==> config.mk <==
export PLATFORM = sky130hd
export DESIGN_NAME = wid_front
export DESIGN_NICKNAME = d
export VERILOG_FILES = /design/src/rtl/core/wid_pkg.sv /design/src/rtl/core/wid_front.sv
export SDC_FILE = /design/constraint.sdc
export NUM_CORES = 1
export LEC_CHECK = 0
export BUFFER_PORTS_ARGS = -buffer_cell sky130_fd_sc_hd__buf_2
export CORE_AREA = 2 2 127 129
export DETAILED_ROUTE_END_ITERATION = 8
export DIE_AREA = 0 0 129 131
export GPL_ROUTABILITY_DRIVEN = 0
export PLACE_DENSITY_LB_ADDON = 0.15
export RECOVER_POWER = 25
export SYNTH_ARGS = -nofsm -noshare
export SYNTH_HDL_FRONTEND = slang
export SYNTH_SLANG_ARGS = --single-unit
==> constraint.sdc <==
create_clock -name vclk -period 8.6
set_input_delay 1.72 -clock vclk [all_inputs]
set_output_delay 1.72 -clock vclk [all_outputs]
set_load 0.01 [all_outputs]
==> src/rtl/core/wid_pkg.sv <==
// ----------------------------------------------------------------------------
// wid_pkg: shared types and constants for the wheel/IMU dead-reckoning block
// Command format between front and back, CORDIC constants, multiply codes.
// ----------------------------------------------------------------------------
package wid_pkg;

  // Item kinds (tuser)
  localparam logic FUNC_ORIENT = 1'b0;
  localparam logic FUNC_ENCODER = 1'b1;

  // Command queue geometry
  localparam int unsigned QUEUE_DEPTH = 2;
  localparam int unsigned QPTR_W = 1;
  localparam int unsigned QCNT_W = 2;

  // CORDIC constants, Q2.30 radians
  localparam logic signed [34:0] PI_Q30 = 35'sd3373259426;
  localparam logic signed [34:0] HALF_PI_Q30 = 35'sd1686629713;
  localparam logic signed [36:0] GAIN_INV_Q30 = 37'sd652032874;

  // Multiply sequence codes
  localparam logic [2:0] OP_INC_L = 3'd0;
  localparam logic [2:0] OP_INC_R = 3'd1;
  localparam logic [2:0] OP_DIST = 3'd2;
  localparam logic [2:0] OP_DX = 3'd3;
  localparam logic [2:0] OP_DY = 3'd4;

  // Rounding shifts
  localparam int unsigned SH_INC = 16;
  localparam int unsigned SH_DIST = 17;
  localparam int unsigned SH_POSE = 30;

  // Classified command as queued between front and back
  typedef struct packed {
    logic               kind;
    logic signed [15:0] qx;
    logic signed [15:0] qy;
    logic signed [15:0] qz;
    logic signed [15:0] qw;
    logic signed [32:0] dl;
    logic signed [32:0] dr;
  } cmd_t;

  // Queue status seen by the front
  typedef struct packed {
    logic full;
    logic empty;
  } q_stat_t;

  // Elementary rotation angle for CORDIC iteration i, Q2.30
  function automatic logic signed [34:0] atan_step(input logic [4:0] i);
    logic signed [34:0] r;
    unique case (i)
      5'd0: r = 35'sd843314857;
      5'd1: r = 35'sd497837829;
      5'd2: r = 35'sd263043837;
      5'd3: r = 35'sd133525159;
      5'd4: r = 35'sd67021687;
      5'd5: r = 35'sd33543516;
      5'd6: r = 35'sd16775851;
      5'd7: r = 35'sd8388437;
      5'd8: r = 35'sd4194283;
      5'd9: r = 35'sd2097149;
      default: r = (i <= 5'd30) ? (35'sd1 <<< (5'd30 - i)) : '0;
    endcase
    return r;
  endfunction

endpackage

==> src/rtl/core/wid_front.sv <==
// ----------------------------------------------------------------------------
// wid_front: input side of the dead-reckoning block
// Takes stream transfers, classifies them and forms the count deltas.
// ----------------------------------------------------------------------------
module wid_front (
  input  logic                  s_axis_tvalid,
  output logic                  s_axis_tready,
  input  logic [191:0]          s_axis_tdata,
  input  logic                  s_axis_tuser,
  input  wid_pkg::q_stat_t      stat_i,
  output logic                  push_o,
  output wid_pkg::cmd_t         cmd_o
);

  logic signed [31:0] ls, le, rs, re;

  assign ls = s_axis_tdata[95:64];
  assign le = s_axis_tdata[127:96];
  assign rs = s_axis_tdata[159:128];
  assign re = s_axis_tdata[191:160];

  // Accept whenever the queue has room
  assign s_axis_tready = !stat_i.full;
  assign push_o        = s_axis_tvalid && !stat_i.full;

  // Classify and form exact 33-bit deltas
  always_comb begin
    cmd_o.kind = (s_axis_tuser == wid_pkg::FUNC_ENCODER) ? wid_pkg::FUNC_ENCODER
                                                         : wid_pkg::FUNC_ORIENT;
    cmd_o.qx   = s_axis_tdata[15:0];
    cmd_o.qy   = s_axis_tdata[31:16];
    cmd_o.qz   = s_axis_tdata[47:32];
    cmd_o.qw   = s_axis_tdata[63:48];
    cmd_o.dl   = 33'(le) - 33'(ls);
    cmd_o.dr   = 33'(re) - 33'(rs);
  end

endmodule

==> impl_results.md, run 1 <==
* Status: complete, no violations
* Number of global-route vias before repair at 4,193
* Initial DRC Count at 154
* Max_cap viols at 0
* Unrepaired setup endpoints after global routing: no
* # IOs at 329
* WP buf/inv at 2
* DR WL/cell at 12.35 um
* Crit path max fanout at 5
* Fin. Hold Viols at 0
* CTS-repair resized insts at 0
* Vias at 4,446
* Power Total at 415.0 uW
* Final Net Count at 993
* Global-route wire length before repair at 18,130 um
* Fin. max-slew vios at 0
* Total Routed Length at 11,670 um
* Grt ovf at 0
* Clock buffers at 0
* Slowest cell delay on critical path at 0.54 ns
* Critical-path cell list: buf_2 > ha_1 > fa_1 > nor2b_1 > o211ai_1 > a21oi_2 > o21ai_1 > a2111oi_0 > o21ai_1 > a21o_1 > a31o_1 > buf_2
* Layout fillers at 1,777
* Max Fclk at 162.0 MHz
* Share of cells above drive strength 1 at 28.94%
* Hold path cells at 0
* PwrDens at 86.36 nW/um^2
* Gate Count Post-Synth at 608
* Util after Layout at 30.81%
* Setup CP Type: in -> out
* FF+latch area at 0 sq um
* Fin crit share at 71.77%
* Hold Path Sink: cmd_o[102]
* DRT antenna net count at 0
* Seq_cells at 0
* Sequential area share after synthesis at 0%
* Area Growth Syn to Fin at 17.53%
* # hold bufs at CTS at 0
* Least-Margin Pin Slew at 0.5310 ns
* Initial Util at 26.22%
* # DRC at 0
* Die Span X at 129 um
* Setup TNS at 0 ns
* Slew headroom at 63.68%
* Worst EP arrival at 4.45 ns
* Synth cell types at 53
* YS warnings at 0
* PortBufs at 198
* Initial antenna violation count at 0
* Peak supply drop at 0.00003523 V
* Ant. Diodes at 0
* Avg Cell Area, Syn at 6.725 sq um
* Period minus WS final at 6.172 ns
* Chip Height at 131 um
* CP delay by family, top: compound AO/OA/AOI/OAI gates
* Worst setup EP type: output port
* Total GRT Usage at 12.32%
* Leak pwr at 0.002736 uW
* Worst path slowest cell: a2111oi_0
* First-pass DRT Iterations at 4
* Row count at 46
* DP HPWL at 10,420 um
* Startpoint types: input pin
* Cell Area, Synth at 4089 sq um
* Hold crit path type: in -> out
* Via/cell ratio at 4.705
* Post-CTS Setup Repair Bufs at 0
* Final Setup Violations at 0
* Worst path required time at 6.88 ns
* Worst hold start: s_axis_tdata[20]
* Die Area at 16,900 sq um
* Largest net degree at the start of global routing at 10
* Post-synth net total at 870
* Core Area at 15,600 sq um
## metrics by stage
step / setup WS, ns / area, sq um / cells / hold slack, ns
finish: 2.428 / 4806 / 945 / 3.440
global route: 2.130 / 4806 / 945 / 3.440
floorplan: 2.926 / 4089 / 608 / 3.484
CTS: 2.427 / 4806 / 945 / 3.440
detailed placement: 2.444 / 4806 / 945 / 3.440
global placement: 2.458 / 4806 / 945 / 3.440
## report_power, final
part	internal [uW]	total, uW	switching [uW]
clock network	0	0	0
logic	185	415	230
registers	0	0	0
total	185	415	230
## placed cells by master, fill, tap and decap left out, types with 3 or more instances in the layout
| cell | n |
|---|---|
| buf_2 | 198 |
| inv_1 | 85 |
| a21oi_1 | 69 |
| ha_1 | 64 |
| nand2_1 | 43 |
| xnor2_1 | 37 |
| a21o_1 | 33 |
| nor2_1 | 31 |
| xor2_1 | 22 |
| o21ai_0 | 21 |
| o21ai_1 | 11 |
| nand3_1 | 10 |
| o21bai_1 | 8 |
| nand4_1 | 7 |
| o31ai_1 | 7 |
| nand2b_1 | 7 |
| o21a_1 | 7 |
| a31oi_1 | 6 |
| nor2b_1 | 6 |
| nor3_1 | 5 |
| o211ai_1 | 4 |
| a211oi_1 | 4 |
| a21oi_2 | 3 |
| o2111ai_1 | 3 |
| and3_1 | 3 |
| o22ai_1 | 3 |
## Yosys cell counts, types with 2 or more instances
master | n | area, sq um
o2111ai_1 | 3 | 26.28
o21ai_0 | 21 | 105.1
clkbuf_1 | 7 | 26.28
o21bai_1 | 8 | 60.06
o31ai_1 | 7 | 52.55
a2111oi_0 | 2 | 17.52
ha_1 | 64 | 800.8
and3_1 | 3 | 18.77
and2_1 | 2 | 12.51
a21oi_2 | 3 | 26.28
a21o_1 | 33 | 247.7
a211oi_1 | 4 | 30.03
nor2b_1 | 6 | 37.54
buf_4 | 67 | 503.0
a21oi_1 | 69 | 345.3
o211ai_1 | 4 | 30.03
inv_1 | 85 | 319.1
o22ai_1 | 3 | 18.77
o21ai_2 | 2 | 17.52
nand2_1 | 43 | 161.4
xnor2_1 | 37 | 324.1
nand2b_1 | 7 | 43.79
nor2_1 | 31 | 116.4
nor3_1 | 5 | 25.02
fa_1 | 2 | 40.04
a41oi_1 | 2 | 17.52
or2_2 | 2 | 12.51
nand4_1 | 7 | 43.79
xor2_1 | 22 | 192.7
a31o_2 | 2 | 17.52
o21a_1 | 7 | 52.55
buf_2 | 3 | 15.01
nand3_1 | 10 | 50.05
a31oi_1 | 6 | 37.54
o21ai_1 | 11 | 55.05
## how the worst max path moves through the flow
| stage | start | endpoint | slack (ns) | depth (start not counted) |
|---|---|---|---|---|
| final | s_axis_tdata[64] | cmd_o[65] | 2.43 | 12 |
| after global routing | s_axis_tdata[96] | cmd_o[65] | 2.13 | 13 |
| after CTS | s_axis_tdata[64] | cmd_o[65] | 2.43 | 12 |
| after detailed placement | s_axis_tdata[64] | cmd_o[65] | 2.44 | 12 |
| after global placement | s_axis_tdata[64] | cmd_o[65] | 2.46 | 12 |
| after floorplan | s_axis_tdata[160] | cmd_o[30] | 2.93 | 11 |
## layer usage
layer | GRT usage (%) | part of all wire (%)
met3 | 1.629 | 6.8
met1 | 16.27 | 46
met5 | 0 | 0
met4 | 1.982 | 1.6
met2 | 21.79 | 46
## cell type report
class                           instances  area [sq um]  share of cell area, %
Tap cell                              216         270.3                  5.624
Inverter                               85         319.1                  6.639
Timing Repair Buffer                  198         991.0                  20.62
Multi-Input combinational cell        446          3226                  67.12
## cell families after synthesis
group	count (synthesis)	share of synthesized area, %
mux	1	0.2448
fa+ha+maj	66	20.56
xor+xnor	59	12.64
compound gates	198	31.64
buf+inv	162	21.11
simple gates	122	13.80
No activity file was read; power rests on OpenSTA's default activity.
==> run 2: changes to the inputs <==
- clock period: 8.6 -> 5.5 ns (I/O delays scaled with it)
==> run 2 against run 1 <==
Effect of this change: flip-flop and latch count did not move; routed wire length grew 0.21%; count of clock-buffer cells in the layout is the same; global-route usage about the same; via count decreased by 0.72%; die area unchanged; combinational power increased by 56%; final area stayed put; utilization unchanged; power increased by 56%; setup slack lost 1.9 ns; first-iteration DRC count up 25%; critical path type unchanged; critical endpoint unchanged.
==> impl_results.md, run 2 (synthesis results as in run 1) <==
* Setup CP Type: in -> out (unchanged)
* Setup TNS at 0 ns (unchanged)
* Crit path max fanout at 5 (unchanged)
* Total GRT Usage at 12.33% (was 12.32%)
* PwrDens at 134.9 nW/um^2 (was 86.36 nW/um^2)
* # hold bufs at CTS at 0 (unchanged)
* Clock buffers at 0 (unchanged)
* First-pass DRT Iterations at 5 (was 4)
* Worst setup EP type: output port (unchanged)
* Status: complete, no violations (unchanged)
* Final Net Count at 993 (unchanged)
* Worst EP arrival at 3.88 ns (was 4.45 ns)
* WP buf/inv at 2 (unchanged)
* Area Growth Syn to Fin at 17.53% (unchanged)
* Grt ovf at 0 (unchanged)
* Initial antenna violation count at 0 (unchanged)
* # IOs at 329 (unchanged)
* DR WL/cell at 12.37 um (was 12.35 um)
* Hold crit path type: in -> out (unchanged)
* Fin. Hold Viols at 0 (unchanged)
* Commonest cells after routing, fill and taps aside: 198 x buf_2, 85 x inv_1, 69 x a21oi_1 (unchanged)
* M1 GR Usage at 16.85% (was 16.27%)
* Final Setup Violations at 0 (unchanged)
* Core Area at 15,600 sq um (unchanged)
* Peak supply drop at 0.00005164 V (was 0.00003523 V)
* Share of cells above drive strength 1 at 28.94% (unchanged)
* GR peak layer: met2 (unchanged)
* Period minus WS final at 4.981 ns
* Number of global-route vias before repair at 4,076 (was 4,193)
* Vias at 4,414 (was 4,446)
* Ant. Diodes at 0 (unchanged)
* Worst path slowest cell: a2111oi_0 (unchanged)
* Initial Util at 26.22% (unchanged)
* DRT antenna net count at 0 (unchanged)
* Global-route wire length before repair at 18,020 um (was 18,130 um)
* Post-CTS Setup Repair Bufs at 0 (unchanged)
* Startpoint types: input pin (unchanged)
* Row count at 46 (unchanged)
* Die Span X at 129 um (unchanged)
* Worst path required time at 4.40 ns (was 6.88 ns)
* Slew headroom at 61.09% (was 63.68%)
* Grt met3 use at 1.507% (was 1.629%)
* # DRC at 0 (unchanged)
* Total Routed Length at 11,690 um (was 11,670 um)
* Slowest cell delay on critical path at 0.57 ns (was 0.54 ns)
* Commonest non-fill, non-tap cell in the layout: buf_2 (unchanged)
* PortBufs at 198 (unchanged)
* Largest net degree at the start of global routing at 10 (unchanged)
* CP delay by family, top: compound AO/OA/AOI/OAI gates (unchanged)
* Max Fclk at 200.8 MHz
* Critical-path cell list: buf_2 > ha_1 > fa_1 > nor2b_1 > o211ai_1 > a21oi_2 > o21ai_1 > a2111oi_0 > o21ai_1 > a21o_1 > a31o_1 > buf_2 (unchanged)
* Global Route met2 Usage at 21.10% (was 21.79%)
* Leak pwr at 0.002736 uW (unchanged)
* Max_cap viols at 0 (unchanged)
* Initial DRC Count at 192 (was 154)
* Seq_cells at 0 (unchanged)
* DP HPWL at 10,400 um (was 10,420 um)
* Fin. max-slew vios at 0 (unchanged)
* FF+latch area at 0 sq um (unchanged)
* DP Area at 4806 sq um (unchanged)
* Fin crit share at 90.56%
* CTS-repair resized insts at 0 (unchanged)
* Chip Height at 131 um (unchanged)
* Fin area at 4806 sq um (unchanged)
* Unrepaired setup endpoints after global routing: no (unchanged)
* Least-Margin Pin Slew at 0.5690 ns (was 0.5310 ns)
* Die Area at 16,900 sq um (unchanged)
* Via/cell ratio at 4.671 (was 4.705)
## run 2: worst paths after layout
path / from / endpoint / slack, ns / cells after the start
worst max-delay path: s_axis_tdata[64] / cmd_o[65] / 0.52 / 12
worst min-delay path: s_axis_tdata[20] / cmd_o[102] / 2.20 / 0
## run 2: area by class of cell
| type | count | area [sq um] |
|---|---|---|
| Tap cell | 216 | 270.3 |
| Fill cell | 1780 | 10790 |
| Timing Repair Buffer | 198 | 991.0 |
| Multi-Input combinational cell | 446 | 3226 |
| Inverter | 85 | 319.1 |
## run 2: where the power goes
| part | switching, uW | internal, uW | total (uW) |
|---|---|---|---|
| Sequential | 0 | 0 | 0 |
| Clock | 0 | 0 | 0 |
| Combinational | 360 | 289 | 648 |
## run 2: stage by stage
step,total power [uW],worst slack (ns),util [%],instances,hold WS [ns]
floorplan,476.1,1.066,-,608,2.244
global placement,652.0,0.6094,30.81,945,2.200
detailed placement,651.2,0.6052,30.81,945,2.200
CTS,655.3,0.5813,30.81,945,2.200
global route,724.0,0.4027,30.81,945,2.200
finish,648.4,0.5192,30.81,945,2.200
## run 2: per-layer routing
layer | part of all wire [%] | wire, um | vias up
met4 | 1.8 | 216 | 0
met3 | 6.6 | 767 | 30
met5 | 0 | 0 | -
met1 | 46 | 5396 | 1929
li1 | - | - | 2279
met2 | 45 | 5313 | 176
==> run 3: changes to the inputs <==
==> constraint.sdc (replaced) <==
create_clock -name vclk -period 5.5
set_input_delay 1.1 -clock vclk [all_inputs]
set_output_delay 1.1 -clock vclk [all_outputs]
set_load 0.1 [all_outputs]
==> run 3 against run 2 <==
Effect of this change: critical path depth is the same; largest cell class unchanged; setup slack lost 0.19 ns; die area stayed put; highest routed layer unchanged.
==> impl_results.md, run 3 (synthesis results as in run 1) <==
* Seq_cells at 0 (unchanged)
* Core Area at 15,600 sq um (unchanged)
* Layout fillers at 1,764 (was 1,780)
* Total Routed Length at 11,800 um (was 11,690 um)
* Die Area at 16,900 sq um (unchanged)
* Worst path required time at 4.40 ns (about the same)
* PwrDens at 290.1 nW/um^2 (was 134.9 nW/um^2)
* Clock power frac at 0% (about the same)
* Largest net degree at the start of global routing at 10 (unchanged)
* Leak pwr at 0.002749 uW (was 0.002736 uW)
* P_sw at 1109 uW (was 359.9 uW)
* Final worst setup slack at 0.3271 ns (was 0.5192 ns)
* Share of cells above drive strength 1 at 29.36% (was 28.94%)
* Hold crit path type: in -> out (unchanged)
* Power Total at 1401 uW (was 648.4 uW)
* # IOs at 329 (unchanged)
* Initial Util at 26.22% (unchanged)
* Fin area at 4828 sq um (was 4806 sq um)
* DRT antenna net count at 0 (unchanged)
* Setup CP Type: in -> out (unchanged)
* First-pass DRT Iterations at 5 (unchanged)
* Unrepaired setup endpoints after global routing: no (unchanged)
* Row count at 46 (unchanged)
* Startpoint types: input pin (unchanged)
* Fin crit share at 94.05% (was 90.56%)
* Max_cap viols at 0 (unchanged)
* Gate power share at 100.0% (about the same)
* PortBufs at 198 (unchanged)
* Die Span X at 129 um (unchanged)
* Least-Margin Pin Slew at 0.5228 ns (was 0.5690 ns)
* Placed insts at 945 (unchanged)
* Sw Ratio at 79.18% (was 55.50%)
* Commonest cells after routing, fill and taps aside: 198 x buf_2, 85 x inv_1, 69 x a21oi_1 (unchanged)
* CTS-repair resized insts at 0 (unchanged)
* Fin. max-slew vios at 0 (unchanged)
* Vias at 4,379 (was 4,414)
* Global-route wire length before repair at 17,920 um (was 18,020 um)
* Max Fclk at 193.3 MHz (was 200.8 MHz)
* Total GRT Usage at 12.15% (was 12.33%)
* Worst setup EP type: output port (unchanged)
* Final Net Count at 993 (unchanged)
* Initial antenna violation count at 0 (unchanged)
* Internal at 291.7 uW (was 288.5 uW)
* # hold bufs at CTS at 0 (unchanged)
* Worst EP arrival at 4.07 ns (was 3.88 ns)
* FF+latch area at 0 sq um (unchanged)
* Setup TNS at 0 ns (unchanged)
* Crit path max fanout at 3 (was 5)
* Slew headroom at 64.85% (was 61.09%)
* Non-filler cells, final at 945 (unchanged)
* DP HPWL at 10,560 um (was 10,400 um)
* DR WL/cell at 12.49 um (was 12.37 um)
* Grt ovf at 0 (unchanged)
* DP Area at 4828 sq um (was 4806 sq um)
* Chip Height at 131 um (unchanged)
* Initial DRC Count at 120 (was 192)
* Post-CTS Setup Repair Bufs at 0 (unchanged)
* # DRC at 0 (unchanged)
* Number of global-route vias before repair at 3,986 (was 4,076)
* Final Setup Violations at 0 (unchanged)
* Peak supply drop at 0.0001492 V (was 0.00005164 V)
* Ant. Diodes at 0 (unchanged)
* Fin. Hold Viols at 0 (unchanged)
* Post-place setup slack at 0.3133 ns (was 0.6052 ns)
* Area Growth Syn to Fin at 18.08% (was 17.53%)
* Part of the power in registers at 0% (about the same)
* Clock buffers at 0 (unchanged)
* Via/cell ratio at 4.634 (was 4.671)
* Period minus WS final at 5.173 ns (was 4.981 ns)
* Commonest non-fill, non-tap cell in the layout: buf_2 (unchanged)
* Status: complete, no violations (unchanged)
[run 3: cell count changes in the layout (fill, tap and decap cells not counted)]
cell,delta
xnor2_1,-2
xnor2_2,+2
xor2_1,-1
xor2_2,+1
[run 3: through the flow]
step           hold slack (ns)  util [%]
5_1_grt                  2.200     30.96
2_1_floorplan            2.412         -
3_5_place_dp             2.201     30.96
3_3_place_gp             2.201     30.96
4_1_cts                  2.201     30.96
6_report                 2.200     30.96
[run 3: routing by layer]
metal  up-vias  routed length (um)  track usage (%)
li1       2278                   -                -
met1      1940                5406            16.40
met2       145                5627            21.76
met3        16                 653            1.059
met4         0                 113            1.343
met5         -                   0                0
[run 3: worst paths after layout]
check	startpoint	to	slack [ns]	cells after the start
worst max-delay path	s_axis_tdata[128]	cmd_o[30]	0.33	12
worst min-delay path	s_axis_tdata[30]	cmd_o[112]	2.20	0
[run 3: critical path, stage by stage]
cell and delay (ns):
buf_2 0.10, ha_1 0.21, fa_1 0.41, and2b_1 0.24
o2111ai_1 0.13, and3_1 0.25, o311a_4 0.35, o41ai_4 0.46
a21oi_2 0.11, o21ai_2 0.14, xnor2_1 0.13, buf_2 0.44
[run 3: cell type report]
| type | count | area [sq um] | share of cell area [%] |
|---|---|---|---|
| well taps | 216 | 270.3 | 5.597 |
| repair buffers | 198 | 991.0 | 20.52 |
| multi-input cells | 446 | 3248 | 67.27 |
| inverters | 85 | 319.1 | 6.608 |
[run 3: power groups by stage]
stage                     sequential (uW)  combinational [uW]  clock [uW]
after floorplan                         0                1400           0
after global placement                  0                1400           0
after detailed placement                0                1410           0
after CTS                               0                1410           0
after global routing                    0                1470           0
final                                   0                1400           0
