==> src/rtl/core/wid_pkg.sv <==
// ----------------------------------------------------------------------------
// wid_pkg: shared types and constants for the wheel/IMU dead-reckoning block
// Command format between front and back, CORDIC constants, multiply codes.
// ----------------------------------------------------------------------------
package wid_pkg;

  // Item kinds (tuser)
  localparam logic FUNC_ORIENT = 1'b0;
  localparam logic FUNC_ENCODER = 1'b1;

  // Command queue geometry
  localparam int unsigned QUEUE_DEPTH = 2;
  localparam int unsigned QPTR_W = 1;
  localparam int unsigned QCNT_W = 2;

  // CORDIC constants, Q2.30 radians
  localparam logic signed [34:0] PI_Q30 = 35'sd3373259426;
  localparam logic signed [34:0] HALF_PI_Q30 = 35'sd1686629713;
  localparam logic signed [36:0] GAIN_INV_Q30 = 37'sd652032874;

  // Multiply sequence codes
  localparam logic [2:0] OP_INC_L = 3'd0;
  localparam logic [2:0] OP_INC_R = 3'd1;
  localparam logic [2:0] OP_DIST = 3'd2;
  localparam logic [2:0] OP_DX = 3'd3;
  localparam logic [2:0] OP_DY = 3'd4;

  // Rounding shifts
  localparam int unsigned SH_INC = 16;
  localparam int unsigned SH_DIST = 17;
  localparam int unsigned SH_POSE = 30;

  // Classified command as queued between front and back
  typedef struct packed {
    logic               kind;
    logic signed [15:0] qx;
    logic signed [15:0] qy;
    logic signed [15:0] qz;
    logic signed [15:0] qw;
    logic signed [32:0] dl;
    logic signed [32:0] dr;
  } cmd_t;

  // Queue status seen by the front
  typedef struct packed {
    logic full;
    logic empty;
  } q_stat_t;

  // Elementary rotation angle for CORDIC iteration i, Q2.30
  function automatic logic signed [34:0] atan_step(input logic [4:0] i);
    logic signed [34:0] r;
    unique case (i)
      5'd0: r = 35'sd843314857;
      5'd1: r = 35'sd497837829;
      5'd2: r = 35'sd263043837;
      5'd3: r = 35'sd133525159;
      5'd4: r = 35'sd67021687;
      5'd5: r = 35'sd33543516;
      5'd6: r = 35'sd16775851;
      5'd7: r = 35'sd8388437;
      5'd8: r = 35'sd4194283;
      5'd9: r = 35'sd2097149;
      default: r = (i <= 5'd30) ? (35'sd1 <<< (5'd30 - i)) : '0;
    endcase
    return r;
  endfunction

endpackage

==> src/rtl/core/wid_queue.sv <==
// ----------------------------------------------------------------------------
// wid_queue: short command queue between front and back
// Two-entry FIFO so the front keeps taking items while the back is busy.
// ----------------------------------------------------------------------------
module wid_queue (
  input  logic              clk_i,
  input  logic              rst_ni,
  input  logic              push_i,
  input  wid_pkg::cmd_t     cmd_i,
  input  logic              pop_i,
  output wid_pkg::cmd_t     cmd_o,
  output wid_pkg::q_stat_t  stat_o
);

  wid_pkg::cmd_t                    mem_q [wid_pkg::QUEUE_DEPTH];
  logic [wid_pkg::QPTR_W-1:0]       wp_q, wp_d, rp_q, rp_d;
  logic [wid_pkg::QCNT_W-1:0]       cnt_q, cnt_d;

  // Advance pointers and fill count
  always_comb begin
    wp_d  = push_i ? wp_q + 1'b1 : wp_q;
    rp_d  = pop_i ? rp_q + 1'b1 : rp_q;
    cnt_d = cnt_q;
    if (push_i && !pop_i) begin
      cnt_d = cnt_q + 1'b1;
    end else if (pop_i && !push_i) begin
      cnt_d = cnt_q - 1'b1;
    end
  end

  always_ff @(posedge clk_i or negedge rst_ni) begin
    if (!rst_ni) begin
      wp_q  <= '0;
      rp_q  <= '0;
      cnt_q <= '0;
    end else begin
      wp_q  <= wp_d;
      rp_q  <= rp_d;
      cnt_q <= cnt_d;
    end
  end

  // Store entries
  always_ff @(posedge clk_i) begin
    if (push_i) begin
      mem_q[wp_q] <= cmd_i;
    end
  end

  assign cmd_o        = mem_q[rp_q];
  assign stat_o.full  = (cnt_q == wid_pkg::QCNT_W'(wid_pkg::QUEUE_DEPTH));
  assign stat_o.empty = (cnt_q == '0);

endmodule

==> config.mk <==
export PLATFORM = sky130hd
export DESIGN_NAME = wid_queue
export DESIGN_NICKNAME = d
export VERILOG_FILES = /design/src/rtl/core/wid_pkg.sv /design/src/rtl/core/wid_queue.sv
export SDC_FILE = /design/constraint.sdc
export NUM_CORES = 1
export LEC_CHECK = 0
export ABC_AREA = 1
export BUFFER_PORTS_ARGS = -buffer_cell sky130_fd_sc_hd__buf_4
export CAP_MARGIN = 5
export CELL_PAD_IN_SITES_DETAIL_PLACEMENT = 0
export CELL_PAD_IN_SITES_GLOBAL_PLACEMENT = 1
export CORE_UTILIZATION = 48
export CTS_BUF_LIST = sky130_fd_sc_hd__clkbuf_16
export CTS_CLUSTER_DIAMETER = 30
export DETAILED_ROUTE_END_ITERATION = 6
export PLACE_DENSITY = 0.9
export SLEW_MARGIN = 30
export SYNTH_ARGS = -nofsm -noshare
export SYNTH_HDL_FRONTEND = slang
export SYNTH_SLANG_ARGS = --single-unit
==> constraint.sdc <==
create_clock -name clk_i -period 10.2 [get_ports clk_i]
set_clock_uncertainty 0.05 [all_clocks]
set_input_delay 2.04 -clock clk_i [delete_from_list [all_inputs] [get_ports clk_i]]
set_output_delay 2.04 -clock clk_i [all_outputs]
set_load 0.02 [all_outputs]
==> results of run 1 <==
## kinds of logic (layout without fill, tap and decap cells)
kind of cell / count (synthesis) / count (layout) / share of synthesized area
DFF: 266 / 266 / 0.797
muxes: 131 / 131 / 0.178
buffers and inverters: 22 / 357 / 0.0168
and+or+nand+nor: 10 / 10 / 0.00413
xor gates and xnor gates: 3 / 3 / 0.00263
adders and majority gates: 1 / 1 / 0.00125
## cells in the final DEF, fill, tap and decap left out
master        n
inv_8         1
clkinv_4      3
nand3_1       1
nand4_1       1
edfxtp_1    262
dfrtp_4       1
inv_1        12
inv_6         7
dfrtp_1       3
clkbuf_16    43
nor2_1        2
xnor2_1       1
nor2_4        1
bufinv_16     5
xor2_1        2
clkinvlp_4    9
clkinv_1      1
buf_4       271
clkinv_2      4
mux2_4       80
ha_1          1
nand2_1       5
buf_6         1
mux2_2       51
## registers in the layout, summed over array words and instances (netlist names)
register and flops:
wp_q 1, rp_q 1, cnt_q 2, mem_q 262
## tightest hold or removal path: stages (launching register included)
cell and delay (ps):
dfrtp_1 370, nand2_1 70, nand2_1 50
## per-layer routing
layer	part of all wire	vias to the layer above	GRT usage
met4	0.021	0	0.0656
met3	0.081	36	0.0541
met2	0.51	237	0.304
met5	0	-	0
met1	0.38	2501	0.207
li1	-	2327	-
## final cells by class
cell class              instances  share of cell area
clock buffers                  43              0.0787
clock inverters                35              0.0259
inverters                       7             0.00229
multi-input cells             145               0.136
flip-flops and latches        266               0.583
well taps                     270              0.0247
repair buffers                272               0.150
## metrics by stage
step                      cells   util  cell area [um^2]  hold WS (ps)  total power, mW
final                      1038  0.674             13700           467             4.26
after global placement      960  0.603             12200           429             2.86
after CTS                  1038  0.674             13700           469             4.31
after global routing       1038  0.674             13700           498             4.42
after floorplan             433      -              9990           413             2.46
after detailed placement    960  0.603             12200           456             2.90
## worst paths after layout
check                                     to  slack [ps]  cells after the start
worst max register to register  mem_q[1][87]        7930                      3
worst max-delay path              cmd_o[115]        4650                      4
max in group asynchronous               rp_q        8720                      1
min in group asynchronous               rp_q        1270                      1
worst min-delay path                cnt_q[1]         470                      2
worst min register to register      cnt_q[1]         470                      2
## power by group through the flow
| stage | Clock, mW | Sequential [mW] | Combinational, mW |
|---|---|---|---|
| final | 1.39 | 1.54 | 1.32 |
| after global routing | 1.47 | 1.56 | 1.39 |
| after CTS | 1.42 | 1.55 | 1.34 |
| after detailed placement | 0 | 1.57 | 1.33 |
| after global placement | 0 | 1.55 | 1.31 |
| after floorplan | 0 | 1.54 | 0.912 |
## cell usage after synthesis
cell,number
nand4_1,1
mux2_2,51
xnor2_1,1
dfrtp_1,4
nand2_1,5
buf_6,9
inv_1,7
nor2_1,3
xor2_1,2
buf_2,5
buf_8,1
edfxtp_1,262
nand3_1,1
ha_1,1
mux2_4,80
==> out/results.tsv, run 1 <==
metric	value	unit
grt ovf	0	
Synth top area share	0.787	
Synth Net Count	569	
clock root cell	clkbuf_16	
PnR worst setup slack	4650	ps
Tcrit/Tclk final	0.544	
Nets	871	
Combinational Power Share	0.310	
Leak Pwr	5.44	nW
drt initial violations	195	
Layout area overhead	36.9	%
DRT Wirelength	18800	um
Sequential Power Share	0.363	
fillcell total	1356	
status	finished clean	
DR pass1 iterations	4	
Clk pwr share	0.327	
clk sinks	266	
row count	52	
CTS tree	done	
Slew Limit Fails	0	
Routed Antenna Nets	0	
largest cells by area after synthesis	edfxtp_1 79%, mux2_4 12%, mux2_2 5.7%, buf_6 1.0%, dfrtp_1 1.0%	
worst vdd ir	179	uV
top cell family by delay on the critical path	buffers and inverters	
initial antenna violation count	0	
Rel. slew slack	0.417	
CP Max Fanout	48	
post-CTS setup buffers	0	
Worst-Margin Slew	875	ps
cell internal pwr	3.00	mW
Post-CTS Resized	0	
drt wl/cell	18.1	um
crit path launch type	register	
RSZ-0062 raised after global routing	no	
GP Congestion	0.753	
WP buf/inv	3	
Die H	146	um
Vias per Instance	4.91	
hold crit path type	register to register	
critical path's slowest cell	dfrtp_4	
Synth cell types	15	
Final min period	5550	ps
htree depth	2	
Synth Instances	433	
worst setup path class	register to primary output	
biggest cell delay along the critical path	840	ps
Worst Hold Launch	cnt_q[1]	
Crit. End Element	primary output	
largest area contributor in the netlist	edfxtp_1	
maximum clock insertion buffer count	3	
via count	5101	
n_diodes	0	
I/O pin count	268	
GRT Overall Usage	0.176	
yosys warns	0	
largest net degree at the start of global routing	77	
crit path cell chain	buf_4 -> buf_4 -> mux2_2 -> buf_4	
CP Data Required Time	8110	ps
max frequency	0.180	GHz
RR Startpoint	wp_q	
Cell Pwr Density	311	nW/um^2
Core Region	20300	um^2
CP Data Arrival Time	3460	ps
worst skew pair latency	500	ps
sw frac	0.296	
Residual DRC	0	
DP Wirelength	12400	um
FF/Latch Area	7970	um^2
Die ar.	21400	um^2
Die Wd	146	um
most frequent CP cell	buf_4	
Seq/Total Area, Yosys	0.797	
first-pass GRT wire length	29300	um
Synth Area per Inst	23.1	um^2
vias in the first global route	5615	
crit path from	rp_q	
final setup violation count	0	
Synth Register Bits	266	
CTS Buf Count	43	
Sw Pwr	1.26	mW
pre-CTS WS	5130	ps
Final Hold Fails	0	
layout cell share with drive strength beyond 1	0.621	
PortBufs	267	
Clock transition at path regs	50	ps
Setup TNS Final	0	ps
Mapped Area	9990	um^2
max_cap viols	0	
Hold Buf Count CTS	0	
footprint of the multi-input gates	1860	um^2
initial core utilization	0.492	
Power figures use the tool's default switching activity.
==> run 2: changes to the inputs <==
--- a/config.mk
+++ b/config.mk
@@ -10,11 +10,11 @@
 export CAP_MARGIN = 5
 export CELL_PAD_IN_SITES_DETAIL_PLACEMENT = 0
 export CELL_PAD_IN_SITES_GLOBAL_PLACEMENT = 1
-export CORE_UTILIZATION = 48
+export CORE_UTILIZATION = 40
 export CTS_BUF_LIST = sky130_fd_sc_hd__clkbuf_16
 export CTS_CLUSTER_DIAMETER = 30
 export DETAILED_ROUTE_END_ITERATION = 6
-export PLACE_DENSITY = 0.9
+export PLACE_DENSITY = 0.8
 export SLEW_MARGIN = 30
 export SYNTH_ARGS = -nofsm -noshare
 export SYNTH_HDL_FRONTEND = slang
==> constraint.sdc (replaced) <==
create_clock -name clk_i -period 5 [get_ports clk_i]
set_clock_uncertainty 0.05 [all_clocks]
set_input_delay 1 -clock clk_i [delete_from_list [all_inputs] [get_ports clk_i]]
set_output_delay 1 -clock clk_i [all_outputs]
set_load 0.02 [all_outputs]
==> out/results.tsv, run 2 (synthesis gave the netlist of run 1 again) <==
metric	value	unit	change
status	finished clean		unchanged
Cell Pwr Density	649	nW/um^2	was 311 nW/um^2
Die Wd	160	um	was 146 um
Hold Buf Count CTS	0		unchanged
final instance area	14000	um^2	was 13700 um^2
Leak Pwr	5.58	nW	was 5.44 nW
Combinational Power Share	0.304		was 0.310
Placed Instance Area	12400	um^2	was 12200 um^2
Die ar.	25600	um^2	was 21400 um^2
Clk pwr share	0.355		was 0.327
vias in the first global route	5567		was 5615
Largest regs	mem_q x262, cnt_q x2		unchanged
Sequential Power Share	0.341		was 0.363
Layout area overhead	40.4	%	was 36.9%
WHS	219	ps	was 467 ps
PortBufs	267		unchanged
initial core utilization	0.410		was 0.492
Crit. End Element	primary output		unchanged
CP Data Required Time	3950	ps	was 8110 ps
via count	5111		was 5101
reg2reg path depth	2		was 3
Clock transition at path regs	50	ps	about the same
DP Wirelength	13200	um	was 12400 um
clock root cell	clkbuf_16		unchanged
CTS Buf Count	47		was 43
Worst-Margin Slew	793	ps	was 875 ps
top cell family by delay on the critical path	buffers and inverters		unchanged
crit path launch type	register		unchanged
hold crit path type	primary input to asynchronous set/reset pin		was register to register
clk sinks	266		unchanged
commonest non-fill, non-tap cell in the layout	buf_4		unchanged
GRT Overall Usage	0.152		was 0.176
biggest cell delay along the critical path	620	ps	was 840 ps
Final min period	3310	ps	
Sw Pwr	2.68	mW	was 1.26 mW
I/O pin count	268		unchanged
first-pass GRT wire length	30000	um	was 29300 um
most frequent CP cell	buf_4		unchanged
Largest Register	mem_q		unchanged
worst setup path class	register to primary output		unchanged
GP Congestion	0.763		was 0.753
Final Hold Fails	0		unchanged
Slew Limit Fails	0		unchanged
largest net degree at the start of global routing	68		was 77
RSZ-0062 raised after global routing	no		unchanged
DRT Wirelength	19500	um	was 18800 um
Core Region	24400	um^2	was 20300 um^2
CP Max Fanout	34		was 48
crit path cell chain	buf_4 -> mux2_2 -> buf_4		was buf_4 -> buf_4 -> mux2_2 -> buf_4
cell internal pwr	6.43	mW	was 3.00 mW
CP Data Arrival Time	2260	ps	was 3460 ps
row count	57		was 52
grt ovf	0		unchanged
Residual DRC	0		unchanged
Tcrit/Tclk final	0.662		
Setup TNS Final	0	ps	unchanged
max frequency	0.302	GHz	
Final Core Density	0.575		was 0.674
final setup violation count	0		unchanged
maximum clock insertion buffer count	3		unchanged
R2R setup slack	3000	ps	was 7930 ps
initial antenna violation count	0		unchanged
worst skew pair latency	520	ps	was 500 ps
drt wl/cell	17.7	um	was 18.1 um
most frequent cells in the layout	271 x buf_4, 262 x edfxtp_1, 80 x mux2_4		unchanged
post-CTS setup buffers	0		unchanged
worst vdd ir	373	uV	was 179 uV
Rel. slew slack	0.470		was 0.417
Routed Antenna Nets	0		unchanged
CTS tree	done		unchanged
Tot Pwr	9.11	mW	was 4.26 mW
htree depth	2		unchanged
sw frac	0.294		was 0.296
DR pass1 iterations	4		unchanged
WP buf/inv	2		was 3
max_cap viols	0		unchanged
Nets	877		was 871
Vias per Instance	4.64		was 4.91
Die H	160	um	was 146 um
Post-CTS Resized	0		unchanged
reg2reg end	mem_q[0][67]		was mem_q[1][87]
drt initial violations	226		was 195
layout cell share with drive strength beyond 1	0.631		was 0.621
max FFs per register	262		unchanged
critical path's slowest cell	dfrtp_4		unchanged
n_diodes	0		unchanged
RR Startpoint	wp_q		unchanged
-- run 2: changes by cell type in the layout (fill, tap and decap cells not counted), moves of 2 or more --
cell / previous run / this run
inv_1: 12 / 9
clkbuf_16: 43 / 48
buf_12: 0 / 3
bufinv_16: 5 / 7
clkinvlp_4: 9 / 6
clkinv_4: 3 / 7
inv_8: 1 / 3
-- run 2: area by class of cell --
| type | count | area (um^2) |
|---|---|---|
| Clock buffer | 48 | 1200 |
| Clock inverter | 38 | 459 |
| Multi-Input combinational cell | 145 | 1860 |
| Sequential cell | 266 | 7970 |
| Inverter | 7 | 31.3 |
| Fill cell | 1851 | 10400 |
| Timing Repair Buffer | 274 | 2090 |
| Tap cell | 324 | 405 |
-- run 2: how the worst max path moves through the flow --
stage          startpoint     endpoint  slack (ps)  cells after the start
2_1_floorplan      push_i  mem_q[0][0]          90                      2
3_3_place_gp         rp_q     cmd_o[8]        2290                      3
3_5_place_dp         rp_q    cmd_o[14]        2220                      3
4_1_cts              rp_q    cmd_o[14]        1660                      3
5_1_grt              rp_q    cmd_o[14]        1610                      3
6_report             rp_q    cmd_o[14]        1690                      3
-- run 2: metal layers --
| metal | GRT usage | share of wire | wire [um] | vias to the layer above |
|---|---|---|---|---|
| li1 | - | - | - | 2340 |
| met1 | 0.169 | 0.37 | 7280 | 2513 |
| met2 | 0.269 | 0.52 | 10200 | 223 |
| met3 | 0.0499 | 0.083 | 1630 | 35 |
| met4 | 0.0554 | 0.020 | 395 | 0 |
| met5 | 0 | 0 | 0 | - |
-- run 2: through the flow --
stage	setup slack, ps	std cells
4_1_cts	1660	1102
2_1_floorplan	88.2	433
3_3_place_gp	2290	1016
6_report	1690	1102
5_1_grt	1610	1102
3_5_place_dp	2220	1016
-- run 2: power groups by stage --
| stage | clock, mW | combinational (mW) | sequential [mW] |
|---|---|---|---|
| 3_3_place_gp | 0 | 2.76 | 3.12 |
| 6_report | 3.23 | 2.77 | 3.11 |
| 2_1_floorplan | 0 | 1.86 | 3.13 |
| 4_1_cts | 3.29 | 2.82 | 3.12 |
| 5_1_grt | 3.41 | 2.91 | 3.15 |
| 3_5_place_dp | 0 | 2.80 | 3.16 |
==> run 3: changes to the inputs <==
--- a/config.mk
+++ b/config.mk
@@ -5,16 +5,16 @@
 export SDC_FILE = /design/constraint.sdc
 export NUM_CORES = 1
 export LEC_CHECK = 0
-export ABC_AREA = 1
+export ABC_AREA = 0
 export BUFFER_PORTS_ARGS = -buffer_cell sky130_fd_sc_hd__buf_4
 export CAP_MARGIN = 5
 export CELL_PAD_IN_SITES_DETAIL_PLACEMENT = 0
 export CELL_PAD_IN_SITES_GLOBAL_PLACEMENT = 1
-export CORE_UTILIZATION = 40
+export CORE_UTILIZATION = 44
 export CTS_BUF_LIST = sky130_fd_sc_hd__clkbuf_16
 export CTS_CLUSTER_DIAMETER = 30
 export DETAILED_ROUTE_END_ITERATION = 6
-export PLACE_DENSITY = 0.8
+export PLACE_DENSITY = 0.84
 export SLEW_MARGIN = 30
 export SYNTH_ARGS = -nofsm -noshare
 export SYNTH_HDL_FRONTEND = slang
==> constraint.sdc (replaced) <==
create_clock -name clk_i -period 3.3 [get_ports clk_i]
set_clock_uncertainty 0.05 [all_clocks]
set_input_delay 0.66 -clock clk_i [delete_from_list [all_inputs] [get_ports clk_i]]
set_output_delay 0.66 -clock clk_i [all_outputs]
set_load 0.02 [all_outputs]
==> out/results.tsv, run 3 <==
metric	value	unit	change
hold crit path type	primary input to register		was primary input to asynchronous set/reset pin
I/O pin count	268		unchanged
Rel. slew slack	0.441		was 0.470
max FFs per register	262		unchanged
Crit. End Element	primary output		unchanged
Synth Instances	424		was 433
Worst Hold Launch	pop_i		
worst skew pair latency	510	ps	was 520 ps
initial core utilization	0.453		was 0.410
top cell family by delay on the critical path	buffers and inverters		unchanged
DR pass1 iterations	7		was 4
Seq/Total Area, Yosys	0.799		was 0.797
drt initial violations	195		was 226
initial antenna violation count	0		unchanged
Layout area overhead	40.1	%	was 40.4%
Setup TNS Final	0	ps	unchanged
Nets	870		was 877
largest net degree at the start of global routing	73		was 68
Die ar.	23300	um^2	was 25600 um^2
RSZ-0062 raised after global routing	no		unchanged
most frequent cells after synthesis	262 x edfxtp_1, 80 x mux2_4, 51 x mux2_2		unchanged
final setup violation count	0		unchanged
Cell Pwr Density	994	nW/um^2	was 649 nW/um^2
DP Wirelength	12300	um	was 13200 um
Largest regs	mem_q x262, cnt_q x2		unchanged
Routed Antenna Nets	0		unchanged
largest area contributor in the netlist	edfxtp_1		unchanged
post-CTS setup buffers	0		unchanged
via count	5042		was 5111
Clock transition at path regs	50	ps	about the same
CTS tree	done		unchanged
Die H	153	um	was 160 um
row count	54		was 57
Core Region	22000	um^2	was 24400 um^2
reg2reg path depth	2		unchanged
n_diodes	0		unchanged
CTS Buf Count	48		was 47
yosys warns	0		unchanged
wl on met1	7300	um	was 7280 um
worst vdd ir	572	uV	was 373 uV
max_cap viols	0		unchanged
CP Data Required Time	2590	ps	was 3950 ps
Slew Limit Fails	0		unchanged
Die Wd	153	um	was 160 um
CP Data Arrival Time	2010	ps	was 2260 ps
GP Congestion	0.722		was 0.763
ys flop type	edfxtp_1		unchanged
status	complete, but fails checks		was finished clean
Highest Signal Layer	met4		unchanged
Placed Cells incl. Taps	963		was 1016
GRT Overall Usage	0.161		was 0.152
worst setup path class	register to primary output		unchanged
Final min period	2720	ps	
Residual DRC	18		was 0
Post-synth EDFFs	262		unchanged
crit path from	rp_q		unchanged
fillcell total	1508		was 1851
Mapped Area	9970	um^2	was 9990 um^2
commonest non-fill, non-tap cell in the layout	buf_4		unchanged
PortBufs	267		unchanged
WP buf/inv	2		unchanged
crit path launch type	register		unchanged
ys async rst share	0.0150		unchanged
clk sinks	266		unchanged
clock root cell	clkbuf_16		unchanged
Synth Area per Inst	23.5	um^2	was 23.1 um^2
critical path's slowest cell	dfrtp_4		unchanged
Worst-Margin Slew	838	ps	was 793 ps
reg2reg end	mem_q[1][4]		was mem_q[0][67]
DRT Wirelength	18900	um	was 19500 um
critical path depth	3		unchanged
fin cells	1048		was 1102
R2R setup slack	1570	ps	was 3000 ps
failing checks	design-rule violations		
max frequency	0.367	GHz	
DR WL met3	1700	um	was 1630 um
metal2 WL	9480	um	was 10200 um
layout cell share with drive strength beyond 1	0.625		was 0.631
Leak Pwr	5.57	nW	was 5.58 nW
biggest cell delay along the critical path	440	ps	was 620 ps
top-count cell post-synth	edfxtp_1		unchanged
most frequent cells in the layout	270 x buf_4, 262 x edfxtp_1, 80 x mux2_4		was 271 x buf_4, 262 x edfxtp_1, 80 x mux2_4
Synth Net Count	560		was 569
htree depth	2		unchanged
Synth top area share	0.789		was 0.787
Synth Register Bits	266		unchanged
Final Hold Fails	0		unchanged
crit path cell chain	buf_12 -> mux2_2 -> buf_4		was buf_4 -> mux2_2 -> buf_4
Worst Setup EP	cmd_o[115]		was cmd_o[14]
Vias per Instance	4.81		was 4.64
largest cells by area after synthesis	edfxtp_1 79%, mux2_4 12%, mux2_2 5.8%, buf_6 1.0%, dfrtp_1 1.0%		was edfxtp_1 79%, mux2_4 12%, mux2_2 5.7%, buf_6 1.0%, dfrtp_1 1.0%
first-pass GRT wire length	29000	um	was 30000 um
Largest Register	mem_q		unchanged
RR Startpoint	wp_q		unchanged
maximum clock insertion buffer count	3		unchanged
grt ovf	0		unchanged
vias in the first global route	5462		was 5567
Tcrit/Tclk final	0.825		
CP Max Fanout	72		was 34
drt wl/cell	18.1	um	was 17.7 um
Synth cell types	14		was 15
## run 3: cell types whose count changed after synthesis
cell,previous run,this run
inv_1,7,1
nand2_1,5,0
nor2b_1,0,2
xor2_1,2,4
and2_1,0,1
nand3_1,1,0
nand4_1,1,0
nor2_1,3,2
## run 3: cell type report
class,instances,area [um^2],area share
sequential,266,7970,0.571
timing repair buffer,275,2120,0.152
multi-input combinational,142,1870,0.134
clock buffer,49,1230,0.0878
clock inverter,35,433,0.0310
tap,280,350,0.0251
inverter,1,3.75,0.000269
## run 3: worst min-delay path by stage
stage	to	slack, ps	cells past startpoint
floorplan	cnt_q[0]	310	0
global placement	cnt_q[1]	410	1
detailed placement	wp_q	410	1
CTS	mem_q[0][59]	250	1
global route	mem_q[0][70]	260	1
finish	rp_q	270	2
## run 3: logic make-up after synthesis
| logic type | after synthesis | share of synthesized area |
|---|---|---|
| xor gates and xnor gates | 5 | 0.00439 |
| buffers and inverters | 16 | 0.0146 |
| and+or+nand+nor | 5 | 0.00264 |
| adders and majority gates | 1 | 0.00125 |
| muxes | 131 | 0.178 |
| DFF | 266 | 0.799 |
## run 3: stage by stage
stage	util	power, mW	setup slack (ps)	area, um^2	hold slack, ps
3_3_place_gp	0.558	8.93	1150	12300	406
6_report	0.634	13.9	576	14000	275
5_1_grt	0.634	14.4	540	14000	256
2_1_floorplan	-	7.51	189	9980	314
3_5_place_dp	0.558	9.02	1130	12300	408
4_1_cts	0.634	14.1	585	14000	252
## run 3: metal layers
| layer | track usage | vias up |
|---|---|---|
| li1 | - | 2321 |
| met1 | 0.187 | 2455 |
| met2 | 0.275 | 219 |
| met3 | 0.0566 | 47 |
| met4 | 0.0568 | 0 |
| met5 | 0 | - |
## run 3: repair_timing
| item | 4_1_cts | 5_1_grt |
|---|---|---|
| hold buffers | 1 | 0 |
| resized for setup | 0 | 0 |
| setup endpoints to repair | 0 | 0 |
| endpoints found under the hold margin | 4 | 0 |
## run 3: power by group
group	leakage, nW	internal [mW]	switching (mW)
Sequential	2.50	4.50	0.173
Clock	0.821	3.45	1.52
Combinational	2.25	2.02	2.23
